--- config.mk ---
export PLATFORM = sky130hd
export DESIGN_NAME = uidst_ctrl
export DESIGN_NICKNAME = d
export VERILOG_FILES = /design/src/hw/rtl/uidst_pkg.sv /design/src/hw/rtl/uidst_ctrl.sv
export SDC_FILE = /design/constraint.sdc
export NUM_CORES = 1
export LEC_CHECK = 0
export BUFFER_PORTS_ARGS = -buffer_cell sky130_fd_sc_hd__buf_2
export CAP_MARGIN = 20
export CORE_AREA = 2 2 39 41
export CTS_CLUSTER_DIAMETER = 200
export DETAILED_ROUTE_END_ITERATION = 10
export DIE_AREA = 0 0 41 43
export HOLD_SLACK_MARGIN = 0.03
export PLACE_DENSITY_LB_ADDON = 0.08
export SLEW_MARGIN = 20
export SYNTH_ARGS = -nofsm -noshare
export SYNTH_HDL_FRONTEND = slang
export SYNTH_SLANG_ARGS = --single-unit
--- constraint.sdc ---
create_clock -name i_clk -period 1.15 [get_ports i_clk]
set_input_delay 0.23 -clock i_clk [delete_from_list [all_inputs] [get_ports i_clk]]
set_output_delay 0.23 -clock i_clk [all_outputs]
set_load 0.01 [all_outputs]
--- src/hw/rtl/uidst_pkg.sv ---
package uidst_pkg;

    // Store geometry
    localparam int CAPACITY = 64;
    localparam int ADDR_W   = (CAPACITY > 1) ? $clog2(CAPACITY) : 1;
    localparam int CNT_W    = $clog2(CAPACITY + 1);

    // Operation codes carried in the mode field
    localparam logic [2:0] MODE_INSERT = 3'd0;
    localparam logic [2:0] MODE_REMOVE = 3'd1;
    localparam logic [2:0] MODE_QUERY  = 3'd2;
    localparam logic [2:0] MODE_READ   = 3'd3;
    localparam logic [2:0] MODE_FILTER = 3'd4;

    // Status codes
    localparam logic STATUS_OK   = 1'b0;
    localparam logic STATUS_FULL = 1'b1;

    typedef struct packed {
        logic [2:0]         mode;
        logic signed [63:0] id_value;
        logic [5:0]         entry_index;
        logic signed [63:0] range_low;
        logic signed [63:0] range_high;
    } t_req;

    typedef struct packed {
        logic               present;
        logic signed [63:0] read_data;
        logic [6:0]         entry_count;
        logic               status;
        logic               filter_changed;
    } t_rsp;

    // Controller -> datapath
    typedef struct packed {
        logic load;
        logic walk;
        logic finish;
    } t_cmd;

    // Datapath -> controller
    typedef struct packed {
        logic walk_busy;
        logic out_free;
    } t_sts;

endpackage

--- src/hw/rtl/uidst_ctrl.sv ---
module uidst_ctrl (
    input  logic            i_clk,
    input  logic            i_rst_n,
    input  logic            i_req_valid,
    output logic            o_req_ready,
    input  uidst_pkg::t_sts i_sts,
    output uidst_pkg::t_cmd o_cmd
);
    import uidst_pkg::*;

    typedef enum logic [1:0] {
        ST_IDLE,
        ST_WALK,
        ST_FINISH
    } t_state;

    t_state r_state;
    t_state n_state;

    always_comb begin
        n_state     = r_state;
        o_cmd       = '0;
        o_req_ready = 1'b0;
        case (r_state)
            ST_IDLE: begin
                o_req_ready = 1'b1;
                if (i_req_valid) begin
                    o_cmd.load = 1'b1;
                    n_state    = ST_WALK;
                end
            end
            ST_WALK: begin
                o_cmd.walk = 1'b1;
                if (!i_sts.walk_busy) begin
                    n_state = ST_FINISH;
                end
            end
            ST_FINISH: begin
                // hold until the response register can take the result
                if (i_sts.out_free) begin
                    o_cmd.finish = 1'b1;
                    n_state      = ST_IDLE;
                end
            end
            default: begin
                n_state = ST_IDLE;
            end
        endcase
    end

    always_ff @(posedge i_clk) begin
        if (!i_rst_n) begin
            r_state <= ST_IDLE;
        end else begin
            r_state <= n_state;
        end
    end

    // one command at a time, and never a finish while the walk still runs
    a_cmd_onehot: assert property (@(posedge i_clk) disable iff (!i_rst_n)
        $onehot0(o_cmd))
        else $error("controller issued more than one command");

    a_finish_after_walk: assert property (@(posedge i_clk) disable iff (!i_rst_n)
        o_cmd.finish |-> !i_sts.walk_busy)
        else $error("finish while walk busy");

    a_load_then_walk: assert property (@(posedge i_clk) disable iff (!i_rst_n)
        o_cmd.load |=> o_cmd.walk)
        else $error("walk did not follow load");

endmodule

==> metrics.csv <==
metric,value,unit
finalSetupViolCount,0,
dp_slack,0.199,ns
irDropWorstVdd,0.000194,V
synth_area_leader_cell,dfxtp_1,
path_max_fanout,5,
period_share,0.991,
postSynthCellCount,11,
coreArea,1380,µm²
wire_per_inst,7.68,µm
drive_above_1_share,0.708,
area_growth,114,%
final_nets,31,
routed_wl,307,µm
fin_ws,0.0103,ns
p_leak,0.114,nW
rows,14,
cpMaxStageDelayCell,dfxtp_4,
numCtsBuffers,3,
cts_sinks,2,
hp-class,input port to flip-flop,
yosysSeqAreaShare,0.376,
worstPathCellList,"and2b_1, buf_2",
detail-route-antenna-nets,0,
root_buffer,clkbuf_4,
synth_top_area_frac,0.376,
final_cells,40,
port_buffers,8,
largest_reg_flops,2,
place_congestion,0.545,
max_cap_viol_count,0,
synth-edff-count,0,
die_height,43,µm
reg2regPathDepth,3,
syn_avg_cell_area,9.67,µm²
hold_violations,0,
synth.most_common_cell,dfxtp_1,
synth.top_cells.by_area,"dfxtp_1 (38%), mux2i_1 (9.4%), nor4bb_1 (9.4%), a31o_1 (8.2%), and3b_1 (8.2%)",
io_pins,9,
critPathCaptureType,output pin,
post-dp-hpwl,219,µm
min_delay_path_depth,2,
die_area,1760,µm²
vias,130,
initial_core_util,0.0769,
p_per_area,1270,nW/µm²
drc,0,
status,finished clean,
synth.ff_latch_count,2,
ys_warn_count,0,
htree_levels,1,
viasPerCell,3.25,
grt_pass1_vias,138,
drtIter0Drc,0,
regMostFlops,r_state,
slew_headroom,0.841,
worstPathArrival,0.91,ns
grt_max_degree,6,
tightest_slew,0.235,ns
min_period,1.14,ns
netlist_area,106,µm²
clockBufferDepth,2,
grt_pass1_wl,455,µm
crit_path_max_incr_delay,0.36,ns
criticalPathCategory,flip-flop to output pin,
critPathRequiredTime,0.92,ns
final_util,0.165,
synthArstFlopShare,0,
max_freq,877,MHz
synthDistinctLibCells,10,
yosys_most_used_dff,dfxtp_1,
reg_top3,r_state (2),
firstDrtPassIters,1,
syn_nets,16,
dp.cells,35,
cts_tree,built,
finClkSkew,0.00182,ns
grt.total_usage,0.0462,
grt_antenna_before_repair,0,
rsz0062_at_grt,yes,
critPathLaunchType,flip-flop,
clkTransAtPathRegs,0.03,ns
overflow,0,
final_max_slew_viol_count,0,
clk_latency,0.22,ns
die_x,41,µm
antenna_cells,0,
hold_ws,0.262,ns
-- layout by cell type (no fill, tap or decap) --
cell type,netlist,final
buf_2,0,7
and2_4,0,1
buf_6,0,1
nor4bb_1,1,1
mux2i_1,1,1
inv_1,1,1
dfxtp_4,0,2
nor2_4,0,1
a31o_1,1,1
buf_4,0,2
clkbuf_4,0,3
and3b_1,1,1
nor3b_1,1,1
and2b_1,1,1
-- power breakdown --
| group | switching [mW] | internal (mW) | total (mW) |
|---|---|---|---|
| registers | 0.00664 | 0.0729 | 0.0796 |
| logic | 0.0216 | 0.0359 | 0.0575 |
| clock network | 0.0378 | 0.115 | 0.153 |
| total | 0.0660 | 0.224 | 0.290 |
-- cell type report --
type	instances	area [µm²]
flip-flops and latches	2	47.5
repair buffers	10	61.3
inverters	1	3.75
fillers	165	1160
multi-input cells	8	72.6
clock buffers	3	22.5
well taps	16	20.0
-- kinds of logic (layout without fill, tap and decap cells) --
kind of cell | after synthesis | count (layout) | synth area share
simple gates | 6 | 6 | 0.412
flops | 2 | 2 | 0.376
mux | 1 | 1 | 0.0941
compound gates | 1 | 1 | 0.0824
buf+inv | 1 | 14 | 0.0353
-- per-stage QoR --
step / power [mW] / cell area [µm²] / TNS [ns]
3_5_place_dp: 0.121 / 166 / 0
4_1_cts: 0.286 / 191 / 0
6_report: 0.290 / 228 / 0
3_3_place_gp: 0.123 / 166 / 0
2_1_floorplan: 0.100 / 106 / 0
5_1_grt: 0.316 / 228 / -0.0699
-- final timing paths --
path / from / to / slack (ns)
max: r_state[1] / o_cmd[1] / 0.01
min: i_rst_n / r_state[1] / 0.26
max reg2reg: r_state[1] / r_state[1] / 0.16
min reg2reg: r_state[1] / r_state[0] / 0.45
-- critical path, delay by kind of cell, from the launching register on --
kind	cells	cell delay [ns]
and+or+nand+nor	1	0.19
DFF	1	0.36
buffers and inverters	1	0.14
-- routing by layer --
metal,part of all wire,routed length [µm],global-route usage
met1,0.35,106,0.0289
met2,0.53,163,0.0594
met3,0.12,37,0.0471
met4,0,0,0.0600
met5,0,0,0
-- timing repair --
| item | CTS | global route |
|---|---|---|
| hold buffers | 0 | 0 |
| pin swaps | 0 | 1 |
| gates resized for setup | 2 | 6 |
| setup endpoints to repair | 3 | 3 |
| buffers inserted | 0 | 2 |
Power figures use the tool's default switching activity.
